**src/hdl/lsefg_pkg.sv**
```systemverilog
// Shared types and constants of the LED strip effect frame generator.
// Used by lsefg_ctrl, lsefg_datapath and led_strip_effect_frame_gen; depends on nothing.
`default_nettype none

package lsefg_pkg;

   localparam int STRIP_LEDS_DEF     = 32;
   localparam int FRAME_INTERVAL_DEF = 50;

   localparam int TIME_W     = 32;
   localparam int LED_W      = 5;
   localparam int CHAN_W     = 8;
   localparam int CFG_CNT_W  = 6;
   localparam int CSR_IDX_W  = 3;
   localparam int CSR_DATA_W = 8;
   localparam int HUE_W      = 9;

   // Register indexes of the configuration port.
   localparam logic [CSR_IDX_W-1:0] REG_OUTPUT_ENABLE = 3'd0;
   localparam logic [CSR_IDX_W-1:0] REG_ACTIVE_COUNT  = 3'd1;
   localparam logic [CSR_IDX_W-1:0] REG_BRIGHTNESS    = 3'd2;
   localparam logic [CSR_IDX_W-1:0] REG_FIXED_RED     = 3'd3;
   localparam logic [CSR_IDX_W-1:0] REG_FIXED_GREEN   = 3'd4;
   localparam logic [CSR_IDX_W-1:0] REG_FIXED_BLUE    = 3'd5;
   localparam logic [CSR_IDX_W-1:0] REG_EFFECT_MODE   = 3'd6;

   localparam logic [CFG_CNT_W-1:0] ACTIVE_COUNT_RST = 6'd8;
   localparam logic [CHAN_W-1:0]    CHAN_MAX         = 8'd255;

   localparam logic [HUE_W-1:0] HUE_FULL   = 9'd360;
   localparam logic [HUE_W-1:0] HUE_SECTOR = 9'd60;
   localparam logic [HUE_W-1:0] HUE_STEP   = 9'd5;

   typedef struct packed {
      logic frame_start;
      logic div_init;
      logic div_step;
      logic hue_load;
      logic color_load;
      logic scale_load;
      logic norm_load;
      logic next_pixel;
      logic frame_end;
   } lsefg_cmd_type;

   typedef struct packed {
      logic frame_due;
      logic need_div;
      logic div_last;
      logic pixel_last;
   } lsefg_status_type;

endpackage

`default_nettype wire

```
**src/hdl/led_strip_effect_frame_gen.sv**
```systemverilog
// Top level of the LED strip effect frame generator.
// Instantiates lsefg_ctrl and lsefg_datapath; depends on lsefg_pkg.
`default_nettype none

// Each transfer on the req_ channel is a millisecond time stamp. When output is enabled and
// at least FRAME_INTERVAL_MS have passed since the last frame (unsigned, wrapping difference),
// the block emits one frame of STRIP_LEDS pixels on the rsp_ channel, in order of position,
// with rsp_frame_last set on the final pixel; otherwise the tick is taken and produces
// nothing. Pixels at or above the clamped LED count are black. In rainbow mode a lit pixel
// passes through the bit-serial divider, which forms position * 360 / count and gives one
// quotient bit a cycle, and then the hue step; static-mode and unlit pixels skip both. Each
// pixel then goes through the color, scale and norm steps. One frame is built at a time:
// req_stall stays high from the accepted tick until the last pixel is transferred. The csr_
// port may only be written while no frame is in progress.
module led_strip_effect_frame_gen #(
   parameter int STRIP_LEDS        = lsefg_pkg::STRIP_LEDS_DEF,
   parameter int FRAME_INTERVAL_MS = lsefg_pkg::FRAME_INTERVAL_DEF
) (
   input  wire logic                             clock,
   input  wire logic                             reset,
   input  wire logic                             csr_wr_en,
   input  wire logic [lsefg_pkg::CSR_IDX_W-1:0]  csr_index,
   input  wire logic [lsefg_pkg::CSR_DATA_W-1:0] csr_wdata,
   input  wire logic                             req_valid,
   output logic                                  req_stall,
   input  wire logic [lsefg_pkg::TIME_W-1:0]     req_now_ms,
   output logic                                  rsp_valid,
   input  wire logic                             rsp_stall,
   output logic [lsefg_pkg::LED_W-1:0]           rsp_led_index,
   output logic [lsefg_pkg::CHAN_W-1:0]          rsp_red,
   output logic [lsefg_pkg::CHAN_W-1:0]          rsp_green,
   output logic [lsefg_pkg::CHAN_W-1:0]          rsp_blue,
   output logic                                  rsp_frame_last
);
   import lsefg_pkg::*;

   lsefg_cmd_type    cmd;
   lsefg_status_type status;

   lsefg_ctrl u_ctrl (
      .clock     (clock),
      .reset     (reset),
      .req_valid (req_valid),
      .req_stall (req_stall),
      .rsp_valid (rsp_valid),
      .rsp_stall (rsp_stall),
      .status    (status),
      .cmd       (cmd)
   );

   lsefg_datapath #(
      .STRIP_LEDS        (STRIP_LEDS),
      .FRAME_INTERVAL_MS (FRAME_INTERVAL_MS)
   ) u_datapath (
      .clock          (clock),
      .reset          (reset),
      .csr_wr_en      (csr_wr_en),
      .csr_index      (csr_index),
      .csr_wdata      (csr_wdata),
      .req_now_ms     (req_now_ms),
      .cmd            (cmd),
      .status         (status),
      .rsp_led_index  (rsp_led_index),
      .rsp_red        (rsp_red),
      .rsp_green      (rsp_green),
      .rsp_blue       (rsp_blue),
      .rsp_frame_last (rsp_frame_last)
   );

   // No new tick is taken while a pixel waits for transfer.
   a_busy_while_out: assert property (@(posedge clock) disable iff (reset)
      rsp_valid |-> req_stall)
      else $error("tick accepted while a pixel is pending");

   // The last pixel of a frame sits at the last strip position.
   a_last_position: assert property (@(posedge clock) disable iff (reset)
      (rsp_valid && rsp_frame_last) |-> (rsp_led_index == LED_W'(STRIP_LEDS - 1)))
      else $error("frame ended at the wrong position");

   // After the last pixel transfer the block is ready for the next tick.
   a_idle_after_frame: assert property (@(posedge clock) disable iff (reset)
      (rsp_valid && !rsp_stall && rsp_frame_last) |=> !req_stall)
      else $error("not ready after the end of a frame");

   // A tick that is not due produces no frame.
   a_drop_not_due: assert property (@(posedge clock) disable iff (reset)
      (req_valid && !req_stall && !status.frame_due) |=> (!req_stall && !rsp_valid))
      else $error("frame started for a tick that was not due");

endmodule

`default_nettype wire

```
**src/hdl/lsefg_ctrl.sv**
```systemverilog
// Controller of the LED strip effect frame generator: sequences the steps of each pixel.
// Depends on lsefg_pkg for the command and status types.
`default_nettype none

module lsefg_ctrl (
   input  wire logic                        clock,
   input  wire logic                        reset,
   input  wire logic                        req_valid,
   output logic                             req_stall,
   output logic                             rsp_valid,
   input  wire logic                        rsp_stall,
   input  wire lsefg_pkg::lsefg_status_type status,
   output lsefg_pkg::lsefg_cmd_type         cmd
);
   import lsefg_pkg::*;

   localparam logic [2:0] S_IDLE  = 3'd0;
   localparam logic [2:0] S_PREP  = 3'd1;
   localparam logic [2:0] S_DIV   = 3'd2;
   localparam logic [2:0] S_HUE   = 3'd3;
   localparam logic [2:0] S_COLOR = 3'd4;
   localparam logic [2:0] S_SCALE = 3'd5;
   localparam logic [2:0] S_NORM  = 3'd6;
   localparam logic [2:0] S_OUT   = 3'd7;

   logic [2:0] state_ff;
   logic [2:0] state_in;

   always_ff @(posedge clock) begin
      if (reset) begin
         state_ff <= S_IDLE;
      end else begin
         state_ff <= state_in;
      end
   end

   assign req_stall = (state_ff != S_IDLE);
   assign rsp_valid = (state_ff == S_OUT);

   always_comb begin
      state_in = state_ff;
      cmd      = '0;
      case (state_ff)
         S_IDLE: begin
            // A tick that is not due is taken and dropped here.
            if (req_valid && status.frame_due) begin
               cmd.frame_start = 1'b1;
               state_in        = S_PREP;
            end
         end
         S_PREP: begin
            if (status.need_div) begin
               cmd.div_init = 1'b1;
               state_in     = S_DIV;
            end else begin
               state_in = S_COLOR;
            end
         end
         S_DIV: begin
            cmd.div_step = 1'b1;
            if (status.div_last) begin
               state_in = S_HUE;
            end
         end
         S_HUE: begin
            cmd.hue_load = 1'b1;
            state_in     = S_COLOR;
         end
         S_COLOR: begin
            cmd.color_load = 1'b1;
            state_in       = S_SCALE;
         end
         S_SCALE: begin
            cmd.scale_load = 1'b1;
            state_in       = S_NORM;
         end
         S_NORM: begin
            cmd.norm_load = 1'b1;
            state_in      = S_OUT;
         end
         S_OUT: begin
            if (!rsp_stall) begin
               if (status.pixel_last) begin
                  cmd.frame_end = 1'b1;
                  state_in      = S_IDLE;
               end else begin
                  cmd.next_pixel = 1'b1;
                  state_in       = S_PREP;
               end
            end
         end
         default: begin
            state_in = S_IDLE;
         end
      endcase
   end

endmodule

`default_nettype wire

```
**src/hdl/lsefg_datapath.sv**
```systemverilog
// Datapath of the LED strip effect frame generator: configuration registers, frame timer,
// hue offset, bit-serial divider, hue wheel, brightness scaling and result registers.
// Depends on lsefg_pkg.
`default_nettype none

module lsefg_datapath #(
   parameter int STRIP_LEDS        = lsefg_pkg::STRIP_LEDS_DEF,
   parameter int FRAME_INTERVAL_MS = lsefg_pkg::FRAME_INTERVAL_DEF
) (
   input  wire logic                                clock,
   input  wire logic                                reset,
   input  wire logic                                csr_wr_en,
   input  wire logic [lsefg_pkg::CSR_IDX_W-1:0]     csr_index,
   input  wire logic [lsefg_pkg::CSR_DATA_W-1:0]    csr_wdata,
   input  wire logic [lsefg_pkg::TIME_W-1:0]        req_now_ms,
   input  wire lsefg_pkg::lsefg_cmd_type            cmd,
   output lsefg_pkg::lsefg_status_type              status,
   output logic [lsefg_pkg::LED_W-1:0]              rsp_led_index,
   output logic [lsefg_pkg::CHAN_W-1:0]             rsp_red,
   output logic [lsefg_pkg::CHAN_W-1:0]             rsp_green,
   output logic [lsefg_pkg::CHAN_W-1:0]             rsp_blue,
   output logic                                     rsp_frame_last
);
   import lsefg_pkg::*;

   localparam int IDX_W  = (STRIP_LEDS > 1) ? $clog2(STRIP_LEDS) : 1;
   localparam int CNT_W  = $clog2(STRIP_LEDS + 1);
   localparam int CMP_W  = (CNT_W > CFG_CNT_W) ? CNT_W : CFG_CNT_W;
   localparam int NUM_W  = $clog2(STRIP_LEDS * int'(HUE_FULL) + 1);
   localparam int DCNT_W = $clog2(NUM_W);
   localparam int PROD_W = 2 * CHAN_W;

   // Configuration registers.
   logic               enable_ff;
   logic [CFG_CNT_W-1:0] count_cfg_ff;
   logic [CHAN_W-1:0]  bright_ff;
   logic [CHAN_W-1:0]  fix_red_ff;
   logic [CHAN_W-1:0]  fix_green_ff;
   logic [CHAN_W-1:0]  fix_blue_ff;
   logic               mode_ff;

   always_ff @(posedge clock) begin
      if (reset) begin
         enable_ff    <= 1'b0;
         count_cfg_ff <= ACTIVE_COUNT_RST;
         bright_ff    <= CHAN_MAX;
         fix_red_ff   <= '0;
         fix_green_ff <= '0;
         fix_blue_ff  <= '0;
         mode_ff      <= 1'b0;
      end else if (csr_wr_en) begin
         case (csr_index)
            REG_OUTPUT_ENABLE: enable_ff    <= csr_wdata[0];
            REG_ACTIVE_COUNT:  count_cfg_ff <= csr_wdata[CFG_CNT_W-1:0];
            REG_BRIGHTNESS:    bright_ff    <= csr_wdata;
            REG_FIXED_RED:     fix_red_ff   <= csr_wdata;
            REG_FIXED_GREEN:   fix_green_ff <= csr_wdata;
            REG_FIXED_BLUE:    fix_blue_ff  <= csr_wdata;
            REG_EFFECT_MODE:   mode_ff      <= csr_wdata[0];
            default: begin
            end
         endcase
      end
   end

   // Clamped LED count.
   logic [CMP_W-1:0] cfg_cnt_ext;
   logic [CNT_W-1:0] count;

   assign cfg_cnt_ext = CMP_W'(count_cfg_ff);
   assign count = (cfg_cnt_ext == '0) ? CNT_W'(1) :
                  (cfg_cnt_ext > CMP_W'(STRIP_LEDS)) ? CNT_W'(STRIP_LEDS) :
                  CNT_W'(cfg_cnt_ext);

   // Frame timer, hue offset and pixel position.
   logic [TIME_W-1:0] last_time_ff;
   logic [TIME_W-1:0] elapsed;
   logic [HUE_W-1:0]  hue_off_ff;
   logic [HUE_W-1:0]  hue_off_in;
   logic [HUE_W:0]    hue_off_sum;
   logic [IDX_W-1:0]  idx_ff;
   logic [NUM_W-1:0]  pix_num_ff;
   logic              lit;

   assign elapsed     = req_now_ms - last_time_ff;
   assign hue_off_sum = {1'b0, hue_off_ff} + {1'b0, HUE_STEP};
   assign hue_off_in  = (hue_off_sum >= {1'b0, HUE_FULL}) ?
                        HUE_W'(hue_off_sum - {1'b0, HUE_FULL}) : HUE_W'(hue_off_sum);
   assign lit         = (CNT_W'(idx_ff) < count);

   always_ff @(posedge clock) begin
      if (reset) begin
         last_time_ff <= '0;
         hue_off_ff   <= '0;
         idx_ff       <= '0;
         pix_num_ff   <= '0;
      end else begin
         if (cmd.frame_start) begin
            last_time_ff <= req_now_ms;
            idx_ff       <= '0;
            pix_num_ff   <= '0;
         end
         if (cmd.next_pixel) begin
            idx_ff     <= idx_ff + IDX_W'(1);
            pix_num_ff <= pix_num_ff + NUM_W'(HUE_FULL);
         end
         if (cmd.frame_end && !mode_ff) begin
            hue_off_ff <= hue_off_in;
         end
      end
   end

   // Restoring divider, one quotient bit per cycle: position * 360 / count.
   logic [NUM_W-1:0]  div_num_ff;
   logic [NUM_W-1:0]  div_quo_ff;
   logic [CNT_W-1:0]  div_rem_ff;
   logic [DCNT_W-1:0] div_cnt_ff;
   logic [CNT_W:0]    div_trial;
   logic [CNT_W:0]    div_diff;
   logic              div_ge;

   assign div_trial = {div_rem_ff, div_num_ff[NUM_W-1]};
   assign div_diff  = div_trial - {1'b0, count};
   assign div_ge    = (div_trial >= {1'b0, count});

   always_ff @(posedge clock) begin
      if (cmd.div_init) begin
         div_num_ff <= pix_num_ff;
         div_quo_ff <= '0;
         div_rem_ff <= '0;
         div_cnt_ff <= DCNT_W'(NUM_W - 1);
      end else if (cmd.div_step) begin
         div_num_ff <= div_num_ff << 1;
         div_quo_ff <= {div_quo_ff[NUM_W-2:0], div_ge};
         div_rem_ff <= div_ge ? div_diff[CNT_W-1:0] : div_trial[CNT_W-1:0];
         div_cnt_ff <= div_cnt_ff - DCNT_W'(1);
      end
   end

   // Hue of the pixel; the quotient stays below 360 for every lit pixel.
   logic [HUE_W-1:0] hue_ff;
   logic [HUE_W-1:0] hue_in;
   logic [HUE_W:0]   hue_sum;

   assign hue_sum = {1'b0, hue_off_ff} + {1'b0, HUE_W'(div_quo_ff)};
   assign hue_in  = (hue_sum >= {1'b0, HUE_FULL}) ?
                    HUE_W'(hue_sum - {1'b0, HUE_FULL}) : HUE_W'(hue_sum);

   always_ff @(posedge clock) begin
      if (cmd.hue_load) begin
         hue_ff <= hue_in;
      end
   end

   // Six-sector hue wheel. 255/60 is 17/4 exactly, so the ramp is rem*17 >> 2.
   logic [CHAN_W-1:0] color_red_ff, color_green_ff, color_blue_ff;
   logic [CHAN_W-1:0] color_red_in, color_green_in, color_blue_in;

   always_comb begin
      logic [HUE_W-1:0]  sec_base;
      logic [5:0]        sec_rem;
      logic [9:0]        frac_x17;
      logic [CHAN_W-1:0] frac;
      logic [CHAN_W-1:0] w_red, w_green, w_blue;

      if (hue_ff < HUE_SECTOR) begin
         sec_base = '0;
      end else if (hue_ff < HUE_W'(2 * HUE_SECTOR)) begin
         sec_base = HUE_SECTOR;
      end else if (hue_ff < HUE_W'(3 * HUE_SECTOR)) begin
         sec_base = HUE_W'(2 * HUE_SECTOR);
      end else if (hue_ff < HUE_W'(4 * HUE_SECTOR)) begin
         sec_base = HUE_W'(3 * HUE_SECTOR);
      end else if (hue_ff < HUE_W'(5 * HUE_SECTOR)) begin
         sec_base = HUE_W'(4 * HUE_SECTOR);
      end else begin
         sec_base = HUE_W'(5 * HUE_SECTOR);
      end
      sec_rem  = 6'(hue_ff - sec_base);
      frac_x17 = (10'(sec_rem) << 4) + 10'(sec_rem);
      frac     = frac_x17[9:2];

      if (sec_base == '0) begin
         w_red = CHAN_MAX;         w_green = frac;             w_blue = '0;
      end else if (sec_base == HUE_SECTOR) begin
         w_red = CHAN_MAX - frac;  w_green = CHAN_MAX;         w_blue = '0;
      end else if (sec_base == HUE_W'(2 * HUE_SECTOR)) begin
         w_red = '0;               w_green = CHAN_MAX;         w_blue = frac;
      end else if (sec_base == HUE_W'(3 * HUE_SECTOR)) begin
         w_red = '0;               w_green = CHAN_MAX - frac;  w_blue = CHAN_MAX;
      end else if (sec_base == HUE_W'(4 * HUE_SECTOR)) begin
         w_red = frac;             w_green = '0;               w_blue = CHAN_MAX;
      end else begin
         w_red = CHAN_MAX;         w_green = '0;               w_blue = CHAN_MAX - frac;
      end

      if (!lit) begin
         color_red_in = '0;            color_green_in = '0;
         color_blue_in = '0;
      end else if (mode_ff) begin
         color_red_in = fix_red_ff;    color_green_in = fix_green_ff;
         color_blue_in = fix_blue_ff;
      end else begin
         color_red_in = w_red;         color_green_in = w_green;
         color_blue_in = w_blue;
      end
   end

   always_ff @(posedge clock) begin
      if (cmd.color_load) begin
         color_red_ff   <= color_red_in;
         color_green_ff <= color_green_in;
         color_blue_ff  <= color_blue_in;
      end
   end

   // Brightness products, then the exact divide by 255 in the next cycle.
   logic [PROD_W-1:0] prod_red_ff, prod_green_ff, prod_blue_ff;

   always_ff @(posedge clock) begin
      if (cmd.scale_load) begin
         prod_red_ff   <= PROD_W'(color_red_ff) * PROD_W'(bright_ff);
         prod_green_ff <= PROD_W'(color_green_ff) * PROD_W'(bright_ff);
         prod_blue_ff  <= PROD_W'(color_blue_ff) * PROD_W'(bright_ff);
      end
   end

   // (p + (p >> 8) + 1) >> 8 equals p / 255 for every p up to 255 * 255, the largest product.
   function automatic logic [CHAN_W-1:0] div255(input logic [PROD_W-1:0] p);
      logic [PROD_W:0] s;
      s = (PROD_W + 1)'(p) + (PROD_W + 1)'(p >> CHAN_W) + (PROD_W + 1)'(1);
      return s[PROD_W-1:CHAN_W];
   endfunction

   logic [LED_W-1:0]  rsp_led_index_ff;
   logic [CHAN_W-1:0] rsp_red_ff, rsp_green_ff, rsp_blue_ff;
   logic              rsp_frame_last_ff;

   always_ff @(posedge clock) begin
      if (cmd.norm_load) begin
         rsp_led_index_ff  <= LED_W'(idx_ff);
         rsp_red_ff        <= div255(prod_red_ff);
         rsp_green_ff      <= div255(prod_green_ff);
         rsp_blue_ff       <= div255(prod_blue_ff);
         rsp_frame_last_ff <= status.pixel_last;
      end
   end

   assign rsp_led_index  = rsp_led_index_ff;
   assign rsp_red        = rsp_red_ff;
   assign rsp_green      = rsp_green_ff;
   assign rsp_blue       = rsp_blue_ff;
   assign rsp_frame_last = rsp_frame_last_ff;

   assign status.frame_due  = enable_ff && (elapsed >= TIME_W'(FRAME_INTERVAL_MS));
   assign status.need_div   = lit && !mode_ff;
   assign status.div_last   = (div_cnt_ff == '0);
   assign status.pixel_last = (idx_ff == IDX_W'(STRIP_LEDS - 1));

endmodule

`default_nettype wire

```
**config.mk**
```make
export PLATFORM = sky130hd
export DESIGN_NAME = led_strip_effect_frame_gen
export DESIGN_NICKNAME = d
export VERILOG_FILES = /design/src/hdl/lsefg_pkg.sv /design/src/hdl/led_strip_effect_frame_gen.sv /design/src/hdl/lsefg_ctrl.sv /design/src/hdl/lsefg_datapath.sv
export SDC_FILE = /design/constraint.sdc
export NUM_CORES = 1
export LEC_CHECK = 0
export BUFFER_PORTS_ARGS = -buffer_cell sky130_fd_sc_hd__buf_2
export CELL_PAD_IN_SITES_DETAIL_PLACEMENT = 0
export CELL_PAD_IN_SITES_GLOBAL_PLACEMENT = 1
export CORE_ASPECT_RATIO = 1.5
export CORE_MARGIN = 4
export CORE_UTILIZATION = 30
export DETAILED_ROUTE_END_ITERATION = 10
export PLACE_DENSITY = 0.64
export SLEW_MARGIN = 20
export SYNTH_ARGS = -nofsm -noshare
export SYNTH_HDL_FRONTEND = slang
export SYNTH_SLANG_ARGS = --single-unit
```
**constraint.sdc**
```tcl
create_clock -name clock -period 11.47 [get_ports clock]
set_input_delay 1.147 -clock clock [delete_from_list [all_inputs] [get_ports clock]]
set_output_delay 1.147 -clock clock [all_outputs]
set_load 0.01 [all_outputs]
```
-- Yosys cells after proc, flatten, opt, wreduce, memory -nomap -nowiden
Index checks and enable logic that the tools add are counted.
- register bits: 247
- bits of input ports: 48
- output and inout port bits: 32
- logic and storage cells: 154
- $add $sub $neg: 18
- $mul: 3
- $lt $le $gt $ge: 11
- equality and inequality tests: 21
- muxes and demuxes: 52
- reduce and logical (&&, ||, !) cells: 21
- operators by type and width (cell ; count):
    $mux W8 ; 17
    $mux W9 ; 7
    $mux W14 ; 4
    $add A16 B1 Y16 const B ; 3
    $add A16 B8 Y16 ; 3
    $mul A8 B8 Y16 ; 3
    $ge A32 B6 Y1 const B ; 1
    $sub A32 B32 Y32 ; 1
    $pmux W3 S8 ; 1
    $eq A3 B3 Y1 const B ; 7
    $ge A10 B9 Y1 const B ; 2
    $eq A9 B8 Y1 const B ; 2
    $lt A9 B8 Y1 const B ; 2
    $mux W6 ; 3
    $sub A9 B9 Y9 const B ; 2
    $add A14 B9 Y14 const B ; 1
    $reduce_and A2 Y1 ; 7
    $eq A3 B2 Y1 const B ; 4
    $mux W1 ; 12
    $mux W3 ; 4
    $sub A6 B6 Y6 ; 2
    $add A10 B6 Y10 ; 1
    $add A9 B3 Y10 const B ; 1
    $add A9 B9 Y10 ; 1
    26 further kinds ; 35

-- Depth between registers and ports, before layout
- depth in word-level cells: 15
- gate-level depth with buffers: 21

-- Hierarchy
A second synthesis with hierarchy kept.
- cell total of the unflattened synthesis: 2133
- area total of the unflattened synthesis: 19498.7 µm²
- by module, submodules not included (module ; times used ; cells an instance ; area an instance (µm²) ; seq. area each (µm²)):
    lsefg_datapath ; 1 ; 2096 ; 19233.4 ; 5985.7
    lsefg_ctrl ; 1 ; 37 ; 265.3 ; 60.1

-- Worst setup path before layout
Ideal clock, no wire load.
- path kind: register to register
- start point: register u_ctrl.state_ff[0]
- end point: register u_datapath.prod_blue_ff[0] (enable)
- setup time: 0.523 ns
- data arrival time: 4.156 ns
- path slack: 6.791 ns
- cell stages (with the launch flop): 4
- buffers on the path: 1
- path through: dfxtp_1 clkbuf_1 inv_1 nor3b_1
- word-level cells in the longest chain between the ends: 2
- RTL lines (element ; RTL line ; source):
    start, declared ; lsefg_ctrl.sv:26 ; logic [2:0] state_ff;
    start signal, assigned ; lsefg_ctrl.sv:33 ; state_ff <= state_in;
    $eq A3 B3 Y1 ; lsefg_ctrl.sv:43 ; case (state_ff)
    $mux W1 ; lsefg_ctrl.sv:43 ;
    end signal, assigned ; lsefg_datapath.sv:224 ; prod_blue_ff <= PROD_W'(color_blue_ff) * PROD_W'(bright_ff);
    end, declared ; lsefg_datapath.sv:218 ; logic [PROD_W-1:0] prod_red_ff, prod_green_ff, prod_blue_ff;
No other way between the ends.
A chain may end at the register's enable or synchronous reset.

-- Worst setup path in the final report
- start point: register u_datapath.bright_ff[7]
- end point: register u_datapath.prod_blue_ff[15] (data pin)
- word-level cells in the longest chain between the ends: 1
- RTL lines (element ; RTL line ; source):
    start, declared ; lsefg_datapath.sv:36 ; logic [CHAN_W-1:0] bright_ff;
    start signal, assigned ; lsefg_datapath.sv:55 ; REG_BRIGHTNESS: bright_ff <= csr_wdata;
    $mul A8 B8 Y16 ; lsefg_datapath.sv:224 ;
No other way between the ends.

==> results.json <==
{
  "status": "complete, no violations",
  "synth_top_cell_by_area": "edfxtp_1",
  "syn_nets": 2529,
  "use_met2_pct": 26.40,
  "ctsResizeCount": 0,
  "globalRouteOverflowTotal": 0,
  "chipWidth_um": 217.0,
  "grt-busiest-layer": "met2",
  "rsz0062_at_grt": "false",
  "yosysSeqAreaShare_pct": 30.74,
  "worstHoldPathType": "flip-flop to flip-flop",
  "setup_tns_ns": 0,
  "finalHoldViolCount": 0,
  "utilization_pct": 33.75,
  "clock_skew_ns": 0.01439,
  "finalCriticalPeriod_ns": 5.280,
  "cp-start-kind": "flip-flop",
  "synth_most_common_cell": "nand2_1",
  "numCtsBuffers": 28,
  "io_pins": 80,
  "max_freq_mhz": 189.4,
  "postSynthCellCount": 2176,
  "syn_avg_cell_area_um2": 9.037,
  "antenna_found_initial": 12,
  "vias": 15040,
  "async_flop_share_pct": 0,
  "fin_area_um2": 21860,
  "cp-end-kind": "flip-flop",
  "slew_headroom_pct": 31.07,
  "port_buffers": 79,
  "grt_usage_pct": 13.53,
  "netlist_area_um2": 19670,
  "clk_latency_ns": 0.58,
  "powerDensity_nw_per_um2": 120.7,
  "ys.warnings.count": 0,
  "start_util_pct": 30.37,
  "post_dp_cell_area_um2": 20860,
  "cts-root-buf": "clkbuf_16",
  "area_delta_synth_final_pct": 11.15,
  "ctsHoldBuffers": 0,
  "die_h_um": 321.6,
  "netlist_top_cells_count": "nand2_1, inv_1, ha_1, a21oi_1, edfxtp_1",
  "ant_nets": 0,
  "synth.area.top_cells": "edfxtp_1, ha_1, dfxtp_1, fa_1, nand2_1",
  "ys_ff_latch": 241,
  "ys_types": 82,
  "core_area_um2": 64760,
  "slew_violations": 0,
  "tritoncts": "built",
  "wirelength_mm": 47.34,
  "grt_util_met1_pct": 14.34,
  "drc": 0,
  "synth_edf_count": 122,
  "grt_pass1_wl_mm": 78.10,
  "clock-sinks": 241,
  "gr-usage-met3_pct": 2.463,
  "postCtsSetupRepairBufs": 0,
  "h-tree-depth": 1,
  "drive_above_1_share_pct": 7.758,
  "clk_pin_slew_ns": 0.06,
  "worstSetupPathType": "flip-flop to flip-flop",
  "ys.flop_type": "edfxtp_1",
  "required_ns": 11.79,
  "clk_path_buf_depth": 3,
  "grt_pass1_vias": 15519,
  "crit_fanout": 25,
  "die-area_um2": 69800,
  "row_count": 114,
  "power.leakage_nw": 9.012,
  "gp_congestion": 0.8941,
  "setup_viol": 0,
  "wire_per_inst_um": 15.24,
  "ir_worst_vdd_mv": 0.1325,
  "grt_max_degree": 91,
  "synth_top_area_share_pct": 18.63,
  "nFillCells": 6798,
  "fin_crit_sh_pct": 46.03,
  "worst_slew_pin_slew_ns": 1.026,
  "drv_cap": 0,
  "routed_via_density": 4.841,
  "nets": 2561,
  "hpwl_mm": 37.33,
  "cp.arrival_ns": 5.60,
  "drtPass1Iterations": 5,
  "first_iter_violations": 555
}
## critical path, stage by stage, from the launching register on
cell and delay (ns):
dfxtp_1 0.93, nand2_1 0.20, fa_1 0.57, fa_1 0.54, inv_1 0.06, fa_1 0.50, fa_1 0.49, ha_1 0.32
a21boi_0 0.23, o21ai_0 0.13, a21boi_0 0.25, o21ai_0 0.14, a21boi_0 0.26, o21ai_0 0.13, a21oi_1 0.18, xnor2_1 0.09
## routing by layer
metal	wire [um]	share of wire, %
met5	51	0.11
met4	1748	3.7
met3	2083	4.4
met2	25140	53
met1	18320	39
## sequential cells by signal, indices dropped and copies added (netlist names), 4 cells and up
| name | count |
|---|---|
| u_datapath.last_time_ff | 32 |
| u_datapath.prod_blue_ff | 16 |
| u_datapath.prod_green_ff | 16 |
| u_datapath.prod_red_ff | 16 |
| u_datapath.div_num_ff | 11 |
| u_datapath.pix_num_ff | 11 |
| u_datapath.div_quo_ff | 9 |
| u_datapath.hue_ff | 9 |
| u_datapath.hue_off_ff | 9 |
| u_datapath.bright_ff | 8 |
| u_datapath.color_blue_ff | 8 |
| u_datapath.color_green_ff | 8 |
| u_datapath.color_red_ff | 8 |
| u_datapath.fix_blue_ff | 8 |
| u_datapath.fix_green_ff | 8 |
| u_datapath.fix_red_ff | 8 |
| u_datapath.rsp_blue | 8 |
| u_datapath.rsp_green | 8 |
| u_datapath.rsp_red | 8 |
| u_datapath.cfg_cnt_ext | 6 |
| u_datapath.div_rem_ff | 6 |
| u_datapath.idx_ff | 5 |
| u_datapath.rsp_led_index | 5 |
| u_datapath.div_cnt_ff | 4 |
## cell type report
class	count	area [um2]	share of cell area [%]
multi-input cells	1612	12380	56.63
repair buffers	88	485.5	2.221
well taps	870	1089	4.980
diodes	7	17.52	0.08014
clock inverters	14	140.1	0.6411
inverters	237	889.6	4.070
clock buffers	38	813.3	3.721
flip-flops and latches	241	6046	27.66
## cells in the final DEF (no fill, tap or decap), drive strengths merged, types with 13 or more instances in the layout
master / netlist / routed
nor3: 46 / 46
a221oi: 18 / 18
a21oi: 137 / 137
and2: 111 / 111
edfxtp: 122 / 122
o21a: 26 / 26
nand4: 20 / 20
ha: 192 / 192
nor2: 107 / 107
or3b: 14 / 14
mux2i: 33 / 33
nand3b: 16 / 16
or3: 16 / 16
dfxtp: 119 / 119
nand2: 292 / 292
o21ai: 100 / 100
inv: 237 / 240
a21o: 22 / 22
fa: 113 / 113
a211oi: 13 / 13
nor2b: 19 / 19
clkbuf: 66 / 38
buf: 20 / 88
nand2b: 47 / 47
xnor2: 75 / 75
nand3: 28 / 28
xor2: 30 / 30
## through the flow
step / setup WS, ns / total power [mW] / hold WS, ns / instances
global placement: 6.213 / 1.728 / 0.4453 / 3047
detailed placement: 6.115 / 1.737 / 0.4473 / 3047
CTS: 6.095 / 2.691 / 0.4563 / 3099
global route: 5.645 / 2.828 / 0.4691 / 3101
floorplan: 6.791 / 1.571 / 0.4363 / 2176
finish: 6.190 / 2.638 / 0.4551 / 3107
## path summary, 6_finish.rpt
kind	cells past startpoint	slack [ns]	end	from
setup reg to reg	15	6.19	u_datapath.prod_blue_ff[15]	u_datapath.bright_ff[7]
hold reg to reg	2	0.46	u_datapath.fix_red_ff[1]	u_datapath.fix_red_ff[1]
setup / recovery	15	6.19	u_datapath.prod_blue_ff[15]	u_datapath.bright_ff[7]
hold / removal	2	0.46	u_datapath.fix_red_ff[1]	u_datapath.fix_red_ff[1]
## report_power, final
group,switching [mW],leakage [nW],internal [mW],total [mW]
Combinational,0.396,6.45,0.314,0.710
Clock,0.382,0.479,0.545,0.927
Sequential,0.0312,2.08,0.970,1.00
## cell families after synthesis
| family | share of synthesized area [%] |
|---|---|
| buffers and inverters | 6.420 |
| adder cells (fa/ha/maj) | 23.77 |
| XOR/XNOR | 4.676 |
| AO/OA/AOI/OAI | 13.20 |
| multiplexers | 2.310 |
| AND/OR/NAND/NOR | 18.88 |
| flip-flops | 30.74 |
(Power assumes the default switching activity.)
